**config.mk**
```make
export PLATFORM = sky130hd
export DESIGN_NAME = sbb_ctrl
export DESIGN_NICKNAME = d
export VERILOG_FILES = /design/src/rtl/sbb_pkg.sv /design/src/rtl/sbb_ctrl.sv
export SDC_FILE = /design/constraint.sdc
export NUM_CORES = 1
export LEC_CHECK = 0
export BUFFER_PORTS_ARGS = -buffer_cell sky130_fd_sc_hd__buf_4
export CAP_MARGIN = 0
export CELL_PAD_IN_SITES_DETAIL_PLACEMENT = 0
export CELL_PAD_IN_SITES_GLOBAL_PLACEMENT = 1
export CORE_AREA = 2 2 39 41
export CTS_BUF_LIST = sky130_fd_sc_hd__clkbuf_4 sky130_fd_sc_hd__clkbuf_8 sky130_fd_sc_hd__clkbuf_16
export DETAILED_ROUTE_END_ITERATION = 6
export DIE_AREA = 0 0 41 43
export PLACE_DENSITY = 0.79
export SYNTH_ARGS = -nofsm -noshare
export SYNTH_HDL_FRONTEND = slang
export SYNTH_SLANG_ARGS = --single-unit
```
**constraint.sdc**
```tcl
create_clock -name clk -period 1.3 [get_ports clk]
set_input_delay 0.195 -clock clk [delete_from_list [all_inputs] [get_ports clk]]
set_output_delay 0.195 -clock clk [all_outputs]
set_load 0.02 [all_outputs]
```
**src/rtl/sbb_pkg.sv**
```systemverilog
// shared types and constants for the box blur core
package sbb_pkg;

  localparam int PIX_W    = 8;
  localparam int NUM_CH   = 4;
  localparam int CFG_IW   = 2;
  localparam int CFG_DW   = 9;
  localparam int SIZE_W   = 9;
  localparam int RADREG_W = 4;
  localparam int COORD_W  = 9;

  localparam logic KIND_STORE   = 1'b0;
  localparam logic KIND_REQUEST = 1'b1;

  typedef enum logic [CFG_IW-1:0] {
    CFG_IMAGE_WIDTH  = 2'd0,
    CFG_IMAGE_HEIGHT = 2'd1,
    CFG_BLUR_RADIUS  = 2'd2
  } cfg_idx_t;

  typedef struct packed {
    logic             kind;
    logic [7:0]       col;
    logic [7:0]       row;
    logic [PIX_W-1:0] in_red;
    logic [PIX_W-1:0] in_green;
    logic [PIX_W-1:0] in_blue;
    logic [PIX_W-1:0] in_alpha;
  } req_t;

  typedef struct packed {
    logic [PIX_W-1:0] out_red;
    logic [PIX_W-1:0] out_green;
    logic [PIX_W-1:0] out_blue;
    logic [PIX_W-1:0] out_alpha;
    logic             out_of_range;
  } res_t;

  typedef enum logic [3:0] {
    ST_IDLE,
    ST_SETUP,
    ST_BASE,
    ST_READ,
    ST_DRAIN,
    ST_ROW_END,
    ST_V_WAIT,
    ST_V_DIV,
    ST_FINISH
  } ctrl_state_t;

  typedef struct packed {
    logic accept;
    logic calc_win;
    logic calc_base;
    logic rd_issue;
    logic row_done;
    logic v_start;
    logic res_load;
  } cmd_t;

  typedef struct packed {
    logic oor;
    logic col_last;
    logic row_last;
    logic div_busy;
    logic res_full;
  } sts_t;

endpackage

```
**src/rtl/sbb_ctrl.sv**
```systemverilog
// sequencer for store and blur-request transactions
module sbb_ctrl
  import sbb_pkg::*;
(
  input  logic clk,
  input  logic rst_n,
  input  logic in_valid,
  input  logic in_kind,
  output logic in_stall,
  input  sts_t sts,
  output cmd_t cmd
);

  ctrl_state_t state_r, state_nxt;

  always_ff @(posedge clk) begin
    if (!rst_n) begin
      state_r <= ST_IDLE;
    end else begin
      state_r <= state_nxt;
    end
  end

  assign in_stall = (state_r != ST_IDLE);

  // next state
  always_comb begin
    state_nxt = state_r;
    unique case (state_r)
      ST_IDLE: begin
        if (in_valid && in_kind == KIND_REQUEST) state_nxt = ST_SETUP;
      end
      ST_SETUP:   state_nxt = ST_BASE;
      ST_BASE:    state_nxt = sts.oor ? ST_FINISH : ST_READ;
      ST_READ: begin
        if (sts.col_last) state_nxt = ST_DRAIN;
      end
      ST_DRAIN:   state_nxt = ST_ROW_END;
      ST_ROW_END: begin
        if (!sts.div_busy) state_nxt = sts.row_last ? ST_V_WAIT : ST_READ;
      end
      ST_V_WAIT: begin
        if (!sts.div_busy) state_nxt = ST_V_DIV;
      end
      ST_V_DIV: begin
        if (!sts.div_busy) state_nxt = ST_FINISH;
      end
      ST_FINISH: begin
        if (!sts.res_full) state_nxt = ST_IDLE;
      end
      default:    state_nxt = ST_IDLE;
    endcase
  end

  // commands; the window is captured while the request is still on the input
  always_comb begin
    cmd = '0;
    unique case (state_r)
      ST_IDLE: begin
        cmd.accept   = in_valid;
        cmd.calc_win = in_valid && in_kind == KIND_REQUEST;
      end
      ST_BASE:    cmd.calc_base = !sts.oor;
      ST_READ:    cmd.rd_issue  = 1'b1;
      ST_ROW_END: cmd.row_done  = !sts.div_busy;
      ST_V_WAIT:  cmd.v_start   = !sts.div_busy;
      ST_FINISH:  cmd.res_load  = !sts.res_full;
      default:    cmd = '0;
    endcase
  end

  a_load_free: assert property (@(posedge clk) disable iff (!rst_n)
    cmd.res_load |-> !sts.res_full)
    else $error("result loaded over a pending result");

  a_div_idle: assert property (@(posedge clk) disable iff (!rst_n)
    (cmd.row_done || cmd.v_start) |-> !sts.div_busy)
    else $error("division started while divider busy");

  a_div_runs: assert property (@(posedge clk) disable iff (!rst_n)
    (cmd.row_done || cmd.v_start) |=> sts.div_busy)
    else $error("divider did not start");

  a_read_ends: assert property (@(posedge clk) disable iff (!rst_n)
    (cmd.rd_issue && sts.col_last) |=> !cmd.rd_issue)
    else $error("read past end of row window");

endmodule

```
== After elaboration in Yosys (flattened, before gate mapping) ==
Cells that the tools add are included.
W data, S select, Z words.
Storage, ports and cells
  bits of input ports: 9
  flip-flop bits (word level): 4
  output and inout bits: 8
  logic and storage cells: 37
Cells by class
  muxes and demuxes: 15
  reduce and logical (&&, ||, !) cells: 7
  equal/unequal tests: 14
Operators with widths (number)
  $pmux W4 S9: 1
  $mux W4: 7
  $eq A4 B3 Y1 const B: 4
  $ne A2 B2 Y1 const B: 6
  $eq A4 B2 Y1 const B: 2
  $reduce_and A6 Y1: 1
  $mux W1: 5
  $eq A4 B1 Y1 const B: 1
  $eq A4 B4 Y1 const B: 1
  $logic_not A4 Y1: 1
  $reduce_bool A4 Y1: 1
  $logic_not A1 Y1: 3
  $mux W3: 1
  $mux W2: 1
  $logic_and A1 B1 Y1: 1

== Longest topological paths before layout ==
Gate-level depths: netlist (run 1).
  depth in word-level cells: 3
  depth in mapped cells: 5
  gate-level depth less buffers: 4

== Least setup slack after synthesis (run 1) ==
No wires, ideal clock.
  path type: register -> output
  from: register state_r[1]
  to: output port cmd[5] (netlist name)
  cell stages (with the launch flop): 5
  path buffers: 1
  path slack: -216 ps
  required time: 1105 ps
  arrival: 1321 ps
  cell sequence: dfxtp_1 buf_4 nor4_2 inv_1 nor2_1
RTL lines
  start: declaration: line sbb_ctrl.sv:14  | ctrl_state_t state_r, state_nxt;
  start signal: assignment: line sbb_ctrl.sv:20  | state_r <= state_nxt;
  end: declaration: line sbb_ctrl.sv:11  | output cmd_t cmd

==> run metrics, run 1 <==
CTS H-tree lvls=1; Worst-Margin Slew=263 ps; layout cells sized above 1=0.658; Cell Rows=14; critical hold path startpoint=rst_n; FF+latch count, synth=4; drt first pass iters=4; detailed placement HPWL=831 um; Tightest Hold Check Type=input pin to flip-flop; clk buf depth=2; maximum fanout along the worst path=6; die height=43 um; Final Critical Period=between 1000 and 1500 ps; status=finished, violations left; fin. max-slew vios=0; IO Count=17; synthesized cell area=between 300 and 400 sq um; Avg WL per Cell=around 13 um; Mapped Nets=54; FF-to-FF Start=state_r[1]$_SDFFE_PN0P_; GRT Overall Usage=0.155; CTS Hold Bufs=0; vias in the first global route=468; Final Util=0.533; Initial Util=0.257; area growth from synthesis to layout=107%; crit-path cells=nor4_4, inv_2, nor2_2, buf_6; Power Dens Cells=1750 nW/um^2; I/O Buffers=16; Setup violations, final=10; grt total ovfl=0; highest clock rate=702 MHz; Clk Latency, worst-skew pair=240 ps; Root Buffer Master=clkbuf_4; failing checks=negative setup slack; crit path DAT=1230 ps; DIE AREA=1760 sq um; die width=41 um; CTS tree=yes; Cells after Synth=45; core box area=~1400 sq um; YS warnings=0; sequential power share=0.186; via count=453; Clock Power Share=0.122; internal power=around 770 uW; Mean Syn Cell Area=7.90 sq um; Crit Path Category=flip-flop to primary output; Post-Route WL=~1.2 mm; pre-CTS WS=-18.4 ps; Final period util=1.10; Hold Vio Cnt, Final=0; max reg flops=4; maxcap violations=0; largest registers=state_r (4); Largest Register=state_r; Num CTS Buffers=3; CP endpoint kind=primary output; largest net degree at the start of global routing=9; switch share=0.404; diodes inserted=0; first-pass GRT wire length=1.87 mm; CP peak stage delay=around 360 ps; # DRC=0; Nets=87; Critical path origin=state_r[1]$_SDFFE_PN0P_; CP required=1110 ps; Slew HR=0.823; Worst setup SP type=flip-flop; clock skew=9.13 ps; Worst path slowest cell=dfxtp_4; initial antenna violation count=0; clk slew on worst S/H paths=roughly 40 ps; sequential area share after synthesis=0.225; Max IR drop VDD=between 0.5 and 0.6 mV; number of vias per cell=4.92; CTS sink cnt=4; Leak=0.311 nW; Comb pwr share=0.692; commonest non-fill, non-tap cell in the layout=buf_4; Final WS setup=-125 ps; routability cong.=~0.73; Fill cells=123; antenna-violating nets left=0; RSZ-0062 raised after global routing=true; initial DRC count=4; commonest non-fill, non-tap cells in the layout=buf_4 (22), buf_6 (9), dfxtp_4 (4); Synth cell types=26; net switching power=around 520 uW
synth_stat cells:
| master | n | area share |
|---|---|---|
| a21boi_0 | 1 | 0.021 |
| a21boi_2 | 1 | 0.032 |
| a21o_1 | 1 | 0.021 |
| a21oi_1 | 3 | 0.042 |
| and2_1 | 1 | 0.018 |
| and3_1 | 2 | 0.035 |
| buf_2 | 1 | 0.014 |
| buf_4 | 1 | 0.021 |
| buf_6 | 1 | 0.032 |
| dfxtp_1 | 4 | 0.23 |
| inv_1 | 2 | 0.021 |
| mux2i_1 | 2 | 0.056 |
| nand2_1 | 3 | 0.032 |
| nand2b_1 | 3 | 0.053 |
| nand3b_1 | 2 | 0.042 |
| nand4b_1 | 1 | 0.025 |
| nand4bb_1 | 1 | 0.032 |
| nor2_1 | 2 | 0.021 |
| nor2b_1 | 1 | 0.018 |
| nor3b_1 | 1 | 0.021 |
| nor4_1 | 3 | 0.053 |
| nor4_2 | 1 | 0.035 |
| nor4bb_1 | 1 | 0.028 |
| o211ai_1 | 1 | 0.021 |
| o21ai_0 | 4 | 0.056 |
| o221ai_1 | 1 | 0.025 |
logic make-up (layout without fill, tap and decap cells):
logic type	after synthesis	after routing	share of synthesized area
buffers and inverters	5	36	0.0880
AND/OR/NAND/NOR	22	22	0.412
AO/OA/AOI/OAI	12	12	0.218
multiplexers	2	2	0.0563
flip-flops	4	4	0.225
per-stage QoR:
stage / hold WS, ps / power [mW] / cell area [sq um] / TNS [ps] / cells
final: 200 / 1.29 / 737 / -913 / 92
after CTS: 194 / 1.20 / 683 / -854 / 91
after global routing: 193 / 1.38 / 737 / -1560 / 92
after detailed placement: 446 / 0.886 / 581 / -19.7 / 85
after floorplan: 341 / 0.592 / 382 / -225 / 45
after global placement: 447 / 0.878 / 581 / -30.0 / 85
routing by layer:
| metal | GRT usage | routed length [um] |
|---|---|---|
| met5 | 0 | 0 |
| met4 | 0.0600 | 0 |
| met3 | 0.0314 | 60 |
| met2 | 0.269 | 625 |
| met1 | 0.173 | 487 |
layout make-up:
type / count / area, sq um / share of cell area
clock buffer: 3 / 22.5 / 0.0306
timing repair buffer: 31 / 267 / 0.362
tap: 16 / 20.0 / 0.0272
inverter: 2 / 7.51 / 0.0102
multi-input combinational: 36 / 325 / 0.441
sequential: 4 / 95.1 / 0.129
power groups by stage:
stage	clock [mW]	combinational [mW]	sequential [mW]
after floorplan	0	0.405	0.187
after global placement	0	0.664	0.213
after CTS	0.165	0.801	0.233
after global routing	0.174	0.966	0.244
final	0.157	0.889	0.239
after detailed placement	0	0.671	0.215
final timing paths:
kind                            cells past startpoint  slack [ps]                       to
worst min-delay path                                2         200  state_r[3]$_SDFFE_PN0P_
worst max-delay path                                4        -120                   cmd[5]
worst min register to register                      2         620  state_r[2]$_SDFFE_PN0P_
worst max register to register                      5        -110  state_r[0]$_SDFFE_PN0P_
worst max-delay path: cells and delay by family (launching register included):
family / cells / cell delay [ps]
flops: 1 / 360
simple gates: 2 / 440
buf+inv: 2 / 200
what timing repair did:
item	CTS	global route
endpoints found under the hold margin	0	0
endpoints found under the setup margin	9	12
resized for setup	16	12
cloned	0	0
buffers inserted	3	2
pin swaps	5	7
No activity file was read; power rests on OpenSTA's default activity.
==> run 2: changes to the inputs <==
--- a/config.mk
+++ b/config.mk
@@ -5,15 +5,17 @@
 export SDC_FILE = /design/constraint.sdc
 export NUM_CORES = 1
 export LEC_CHECK = 0
+export ABC_AREA = 1
 export BUFFER_PORTS_ARGS = -buffer_cell sky130_fd_sc_hd__buf_4
 export CAP_MARGIN = 0
 export CELL_PAD_IN_SITES_DETAIL_PLACEMENT = 0
 export CELL_PAD_IN_SITES_GLOBAL_PLACEMENT = 1
-export CORE_AREA = 2 2 39 41
+export CORE_MARGIN = 2
+export CORE_UTILIZATION = 27
 export CTS_BUF_LIST = sky130_fd_sc_hd__clkbuf_4 sky130_fd_sc_hd__clkbuf_8 sky130_fd_sc_hd__clkbuf_16
+export CTS_CLUSTER_SIZE = 25
 export DETAILED_ROUTE_END_ITERATION = 6
-export DIE_AREA = 0 0 41 43
-export PLACE_DENSITY = 0.79
+export PLACE_DENSITY = 0.84
 export SYNTH_ARGS = -nofsm -noshare
 export SYNTH_HDL_FRONTEND = slang
 export SYNTH_SLANG_ARGS = --single-unit
==> run metrics, run 2 <==
Power Dens Cells=1840 nW/um^2 (+5.2%); Mean Syn Cell Area=5.49 sq um (-31%); Nets=108 (+24%); cell taking the most area after synthesis=dfxtp_1; maxcap violations=0 (unchanged); setup_tns=0 ps (+913 ps); Num CTS Buffers=3 (unchanged); synthesized cell area=384 sq um (+8.1%); Mapped Nets=79 (+46%); highest clock rate=770 MHz (+9.7%); hold_ws=197 ps (-3.17 ps); Hold Vio Cnt, Final=0 (unchanged); area of the multi-input gates=284 sq um (-13%); YS warnings=0 (unchanged); hold path cells=3 (+1); Final Critical Period=1300 ps (-126 ps); Worst path slowest cell=dfxtp_2; ys async rst share=0 (unchanged); die height=41.7 um (-3.0%); drt first pass iters=4 (unchanged); largest registers=state_r (4); Slew HR=0.889 (+0.0663); maximum fanout along the worst path=3 (-3); R2R setup slack=150 ps (+260 ps); share of the synthesized area in the top cell type=0.208 (-0.0169); IO Count=17 (unchanged); fin. max-slew vios=0 (unchanged); proportion of synthesized area in mux cells=0 (-0.0563); number of vias per cell=4.59 (-6.8%); diodes inserted=0 (unchanged); routability cong.=0.737 (+1.2%); Final WS setup=1.82 ps (+126 ps); crit path DAT=1100 ps (-130 ps); Fill cells=135 (+9.8%); CTS Hold Bufs=0 (unchanged); combinational family with the most area after synthesis=simple AND/OR/NAND/NOR gates; WHS Endpoint=state_r[2]$_SDFFE_PN0P_; Final Util=0.510 (-0.0226); reg2reg end=state_r[0]$_SDFFE_PN0P_; clk buf depth=2 (unchanged); antenna-violating nets left=0 (unchanged); Initial Util=0.292 (+0.0348); core box area=1320 sq um (-4.8%); Clk Latency, worst-skew pair=230 ps (about the same); first-pass GRT wire length=1.82 mm (-2.6%); DIE AREA=1740 sq um (-1.3%); synthesized-area fraction occupied by adder cells=0 (unchanged); FF/Latch Area=92.6 sq um (-2.6%); largest net degree at the start of global routing=7 (-2); CP endpoint kind=primary output; Max IR drop VDD=0.793 mV (+50%); FF+latch count, synth=4 (unchanged); die width=41.7 um (+1.8%); CTS H-tree lvls=1 (unchanged); commonest non-fill, non-tap cells in the layout=buf_4 (21), nand2_1 (16), inv_1 (11); Setup violations, final=0 (-10); grt total ovfl=0 (unchanged); initial DRC count=8 (+4); via count=514 (+13%); Crit path max-delay family=flip-flops; post-synthesis share of cell area spent on and, or, nand and nor gates=0.603 (+0.191); Tightest Hold Check Type=input pin to flip-flop; most frequent cell after synthesis=nand2_1; Root Buffer Master=clkbuf_4; CTS sink cnt=4 (unchanged); max reg flops=4 (unchanged); # DRC=0 (unchanged); clock skew=2.24 ps (-6.89 ps); Post-Route WL=1.05 mm (-10%); Leak=0.371 nW (+19%); critical hold path startpoint=rst_n; sequential area share after synthesis=0.208 (-0.0169); crit-path cells=inv_2, nand2_4, inv_4, nand3_2, nor2_2, buf_6; Synth cell types=13 (-50%); Final period util=0.999 (-0.0973); Worst Path Buf+Inv=3 (+1); number of synthesized flops with an enable pin=0 (unchanged); Cell Rows=13 (-1); I/O Buffers=16 (unchanged); Synth top cells by count=nand2_1 (19), inv_1 (15), nor2_1 (11), nand3_1 (6); FF-to-FF Start=state_r[2]$_SDFFE_PN0P_; ranking of synthesized cells by area=dfxtp_1 (21%), nand2_1 (19%), inv_1 (15%); final non-filler cell total=112 (+22%); placed cell count=101 (+19%); status=completed; post-synthesis compound-gate area fraction=0.0326 (-0.186); vias in the first global route=491 (+4.9%); initial antenna violation count=0 (unchanged); detailed placement HPWL=817 um (-1.7%); CP peak stage delay=330 ps (-30 ps); Worst-Margin Slew=166 ps (-97.8 ps); Crit Path Category=flip-flop to primary output; RSZ-0062 raised after global routing=true; CP required=1110 ps (about the same); clk slew on worst S/H paths=40 ps (about the same); Worst setup SP type=flip-flop; pre-CTS WS=104 ps (+123 ps); FF-to-FF path depth=7 (+2); CTS tree=yes; area growth from synthesis to layout=74.9%; Main synth FF type=dfxtp_1; layout cells sized above 1=0.526 (-0.132); GRT Overall Usage=0.131 (-0.0238); Cells after Synth=70 (+56%); commonest non-fill, non-tap cell in the layout=buf_4; Avg WL per Cell=9.41 um (-26%); Largest Register=state_r; XOR/XNOR Fraction of Synth Area=0 (unchanged)
run 2: kinds of logic after synthesis:
kind of cell,count (synthesis)
flops,4
compound gates,2
simple gates,48
buf+inv,16
run 2: area by class of cell:
cell class | count | share of cell area
multi-input combinational | 50 | 0.423
tap | 15 | 0.0279
inverter | 16 | 0.0931
timing repair buffer | 24 | 0.285
clock buffer | 3 | 0.0335
sequential | 4 | 0.138
run 2: repair_timing:
| item | 4_1_cts | 5_1_grt |
|---|---|---|
| setup endpoints to repair | 7 | 6 |
| gates resized for setup | 11 | 15 |
| setup buffers | 6 | 2 |
| pin swaps | 3 | 6 |
run 2: worst max path at each step:
stage                                 start     end  depth (start not counted)
finish              state_r[3]$_SDFFE_PN0P_  cmd[1]                          6
global route        state_r[3]$_SDFFE_PN0P_  cmd[1]                          6
detailed placement  state_r[1]$_SDFFE_PN0P_  cmd[2]                          6
floorplan           state_r[2]$_SDFFE_PN0P_  cmd[5]                          3
CTS                 state_r[1]$_SDFFE_PN0P_  cmd[2]                          6
global placement    state_r[1]$_SDFFE_PN0P_  cmd[2]                          6
run 2: worst register-to-register path, stage by stage (launching register included):
cell,delay [ps]
dfxtp_4,360
nor2_4,150
buf_4,130
nand3_1,100
nand4_2,140
nand2_1,60
nand2_1,50
nor2_1,30
run 2: per-stage QoR:
step	area (sq um)	power, mW
after CTS	613	1.13
final	672	1.23
after detailed placement	523	0.868
after global routing	672	1.33
after global placement	523	0.876
after floorplan	384	0.667
run 2: per-layer routing:
metal | GRT usage | share of wire | vias to the layer above
li1 | - | - | 274
met3 | 0.0217 | 0.030 | 0
met2 | 0.209 | 0.51 | 6
met4 | 0.0968 | 0 | 0
met1 | 0.157 | 0.46 | 234
met5 | 0 | 0 | -
run 2: power breakdown:
| group | leakage [nW] | internal [mW] | switching, mW |
|---|---|---|---|
| logic | 0.322 | 0.357 | 0.471 |
| registers | 0.0353 | 0.181 | 0.0760 |
| clock network | 0.0138 | 0.103 | 0.0462 |
| total | 0.371 | 0.641 | 0.593 |
==> run 3: changes to the inputs <==
--- a/config.mk
+++ b/config.mk
@@ -16,6 +16,7 @@
 export CTS_CLUSTER_SIZE = 25
 export DETAILED_ROUTE_END_ITERATION = 6
 export PLACE_DENSITY = 0.84
+export RECOVER_POWER = 25
 export SYNTH_ARGS = -nofsm -noshare
 export SYNTH_HDL_FRONTEND = slang
 export SYNTH_SLANG_ARGS = --single-unit
==> run metrics, run 3 (same netlist as run 2, synthesis figures left out) <==
status=completed; setup_tns=0 ps (unchanged); detailed placement HPWL=817 um (unchanged); Crit Path Category=flip-flop to primary output; drt first pass iters=4 (unchanged); Clk Latency, worst-skew pair=230 ps (about the same); Worst setup SP type=flip-flop; initial DRC count=8 (unchanged); Power Dens Cells=1840 nW/um^2 (about the same); Cell Rows=13 (unchanged); Root Buffer Master=clkbuf_4; fin. max-slew vios=0 (unchanged); Total Power=1.23 mW (about the same); largest registers=state_r (4); CTS sink cnt=4 (unchanged); Worst-Margin Slew=161 ps (-4.35 ps); sequential power share=0.209 (about the same); clk buf depth=2 (unchanged); DIE AREA=1740 sq um (unchanged); vias in the first global route=491 (unchanged); max reg flops=4 (unchanged); antenna-violating nets left=0 (unchanged); # DRC=0 (unchanged); switch share=0.481 (about the same); Final Critical Period=1300 ps (+0.116 ps); Num CTS Buffers=3 (unchanged); CTS tree=yes; area growth from synthesis to layout=74.9% (unchanged); Largest Register=state_r; RSZ-0062 raised after global routing=true; CP required=1110 ps (about the same); initial antenna violation count=0 (unchanged); I/O Buffers=16 (unchanged); GRT Overall Usage=0.131 (unchanged); Leak=0.371 nW (about the same); CP peak stage delay=330 ps (about the same); Final period util=0.999 (about the same); highest clock rate=770 MHz (about the same); Final Util=0.510 (unchanged); CP endpoint kind=primary output; Max IR drop VDD=0.793 mV (about the same); Tightest Hold Check Type=input pin to flip-flop; clk slew on worst S/H paths=40 ps (about the same); Clock Power Share=0.121 (about the same); grt total ovfl=0 (unchanged); Avg WL per Cell=9.38 um (-0.28%); Post-Route WL=1.05 mm (-0.28%); crit path DAT=1100 ps (about the same); Initial Util=0.292 (unchanged); crit-path cells=inv_2, nand2_4, inv_4, nand3_2, nor2_2, buf_6; placed cell count=101 (unchanged); CTS H-tree lvls=1 (unchanged); Max Used Layer=met3; Nets=108 (unchanged); Hold Vio Cnt, Final=0 (unchanged); clock skew=2.24 ps (unchanged); layout cells sized above 1=0.526 (unchanged); final non-filler cell total=112 (unchanged); Slew HR=0.892 (+0.00290); Worst path slowest cell=dfxtp_2; via count=514 (unchanged); Fill cells=135 (unchanged); met3 wire length=32 um (unchanged); internal power=640 uW (about the same); maximum fanout along the worst path=3 (unchanged); routability cong.=0.737 (unchanged); first-pass GRT wire length=1.82 mm (unchanged); Setup violations, final=0 (unchanged); Comb pwr share=0.670 (about the same); diodes inserted=0 (unchanged); net switching power=593 uW (about the same); maxcap violations=0 (unchanged); core box area=1320 sq um (unchanged); die width=41.7 um (unchanged); commonest non-fill, non-tap cells in the layout=buf_4 (20), nand2_1 (16), inv_1 (11); met1 wire length=477 um (-0.63%); IO Count=17 (unchanged); die height=41.7 um (unchanged); met2 routed WL=541 um (-0.18%); commonest non-fill, non-tap cell in the layout=buf_4; CTS Hold Bufs=0 (unchanged); largest net degree at the start of global routing=7 (unchanged); number of vias per cell=4.59 (unchanged)
run 3: changes by cell type in the layout (fill, tap and decap cells not counted), sizes merged:
cell	before	now
buf	24	23
clkbuf	3	4
run 3: power groups by stage:
| stage | clock network [mW] | logic [mW] | registers (mW) |
|---|---|---|---|
| finish | 0.149 | 0.827 | 0.257 |
| global route | 0.164 | 0.902 | 0.264 |
| CTS | 0.157 | 0.731 | 0.241 |
| detailed placement | 0 | 0.655 | 0.213 |
| global placement | 0 | 0.663 | 0.213 |
| floorplan | 0 | 0.464 | 0.202 |
run 3: critical path: cells and delay by family (launching register included):
| kind | cells | cell delay [ps] |
|---|---|---|
| DFF | 1 | 330 |
| and+or+nand+nor | 3 | 270 |
| buffers and inverters | 3 | 280 |
run 3: final timing paths:
check	from	endpoint	slack, ps	cells past startpoint
worst max register to register	state_r[2]$_SDFFE_PN0P_	state_r[0]$_SDFFE_PN0P_	130	7
worst min register to register	state_r[0]$_SDFFE_PN0P_	state_r[0]$_SDFFE_PN0P_	660	4
worst max-delay path	state_r[3]$_SDFFE_PN0P_	cmd[1]	2	6
worst min-delay path	rst_n	state_r[2]$_SDFFE_PN0P_	200	3
run 3: stage by stage:
step | hold slack (ps) | area [sq um] | setup slack [ps]
global route | 211 | 672 | -71.5
CTS | 195 | 613 | -17.6
floorplan | 304 | 384 | 43.7
finish | 197 | 672 | 1.71
global placement | 448 | 523 | 109
detailed placement | 449 | 523 | 104
run 3: cell type report:
| type | instances | area (sq um) | share of cell area |
|---|---|---|---|
| multi-input combinational | 50 | 284 | 0.423 |
| inverter | 16 | 62.6 | 0.0931 |
| timing repair buffer | 24 | 191 | 0.285 |
| sequential | 4 | 92.6 | 0.138 |
| tap | 15 | 18.8 | 0.0279 |
| clock buffer | 3 | 22.5 | 0.0335 |
run 3: metal layers:
layer / global-route usage / vias up
met5: 0 / -
met4: 0.0968 / 0
met3: 0.0217 / 0
met2: 0.209 / 6
met1: 0.157 / 234
li1: - / 274
run 3: timing repair:
item | in CTS | in global routing
setup endpoints to repair | 7 | 6
resized for setup | 11 | 15
pin swaps | 3 | 6
cloned | 0 | 0
endpoints found under the hold margin | 0 | 0
setup buffers | 6 | 2
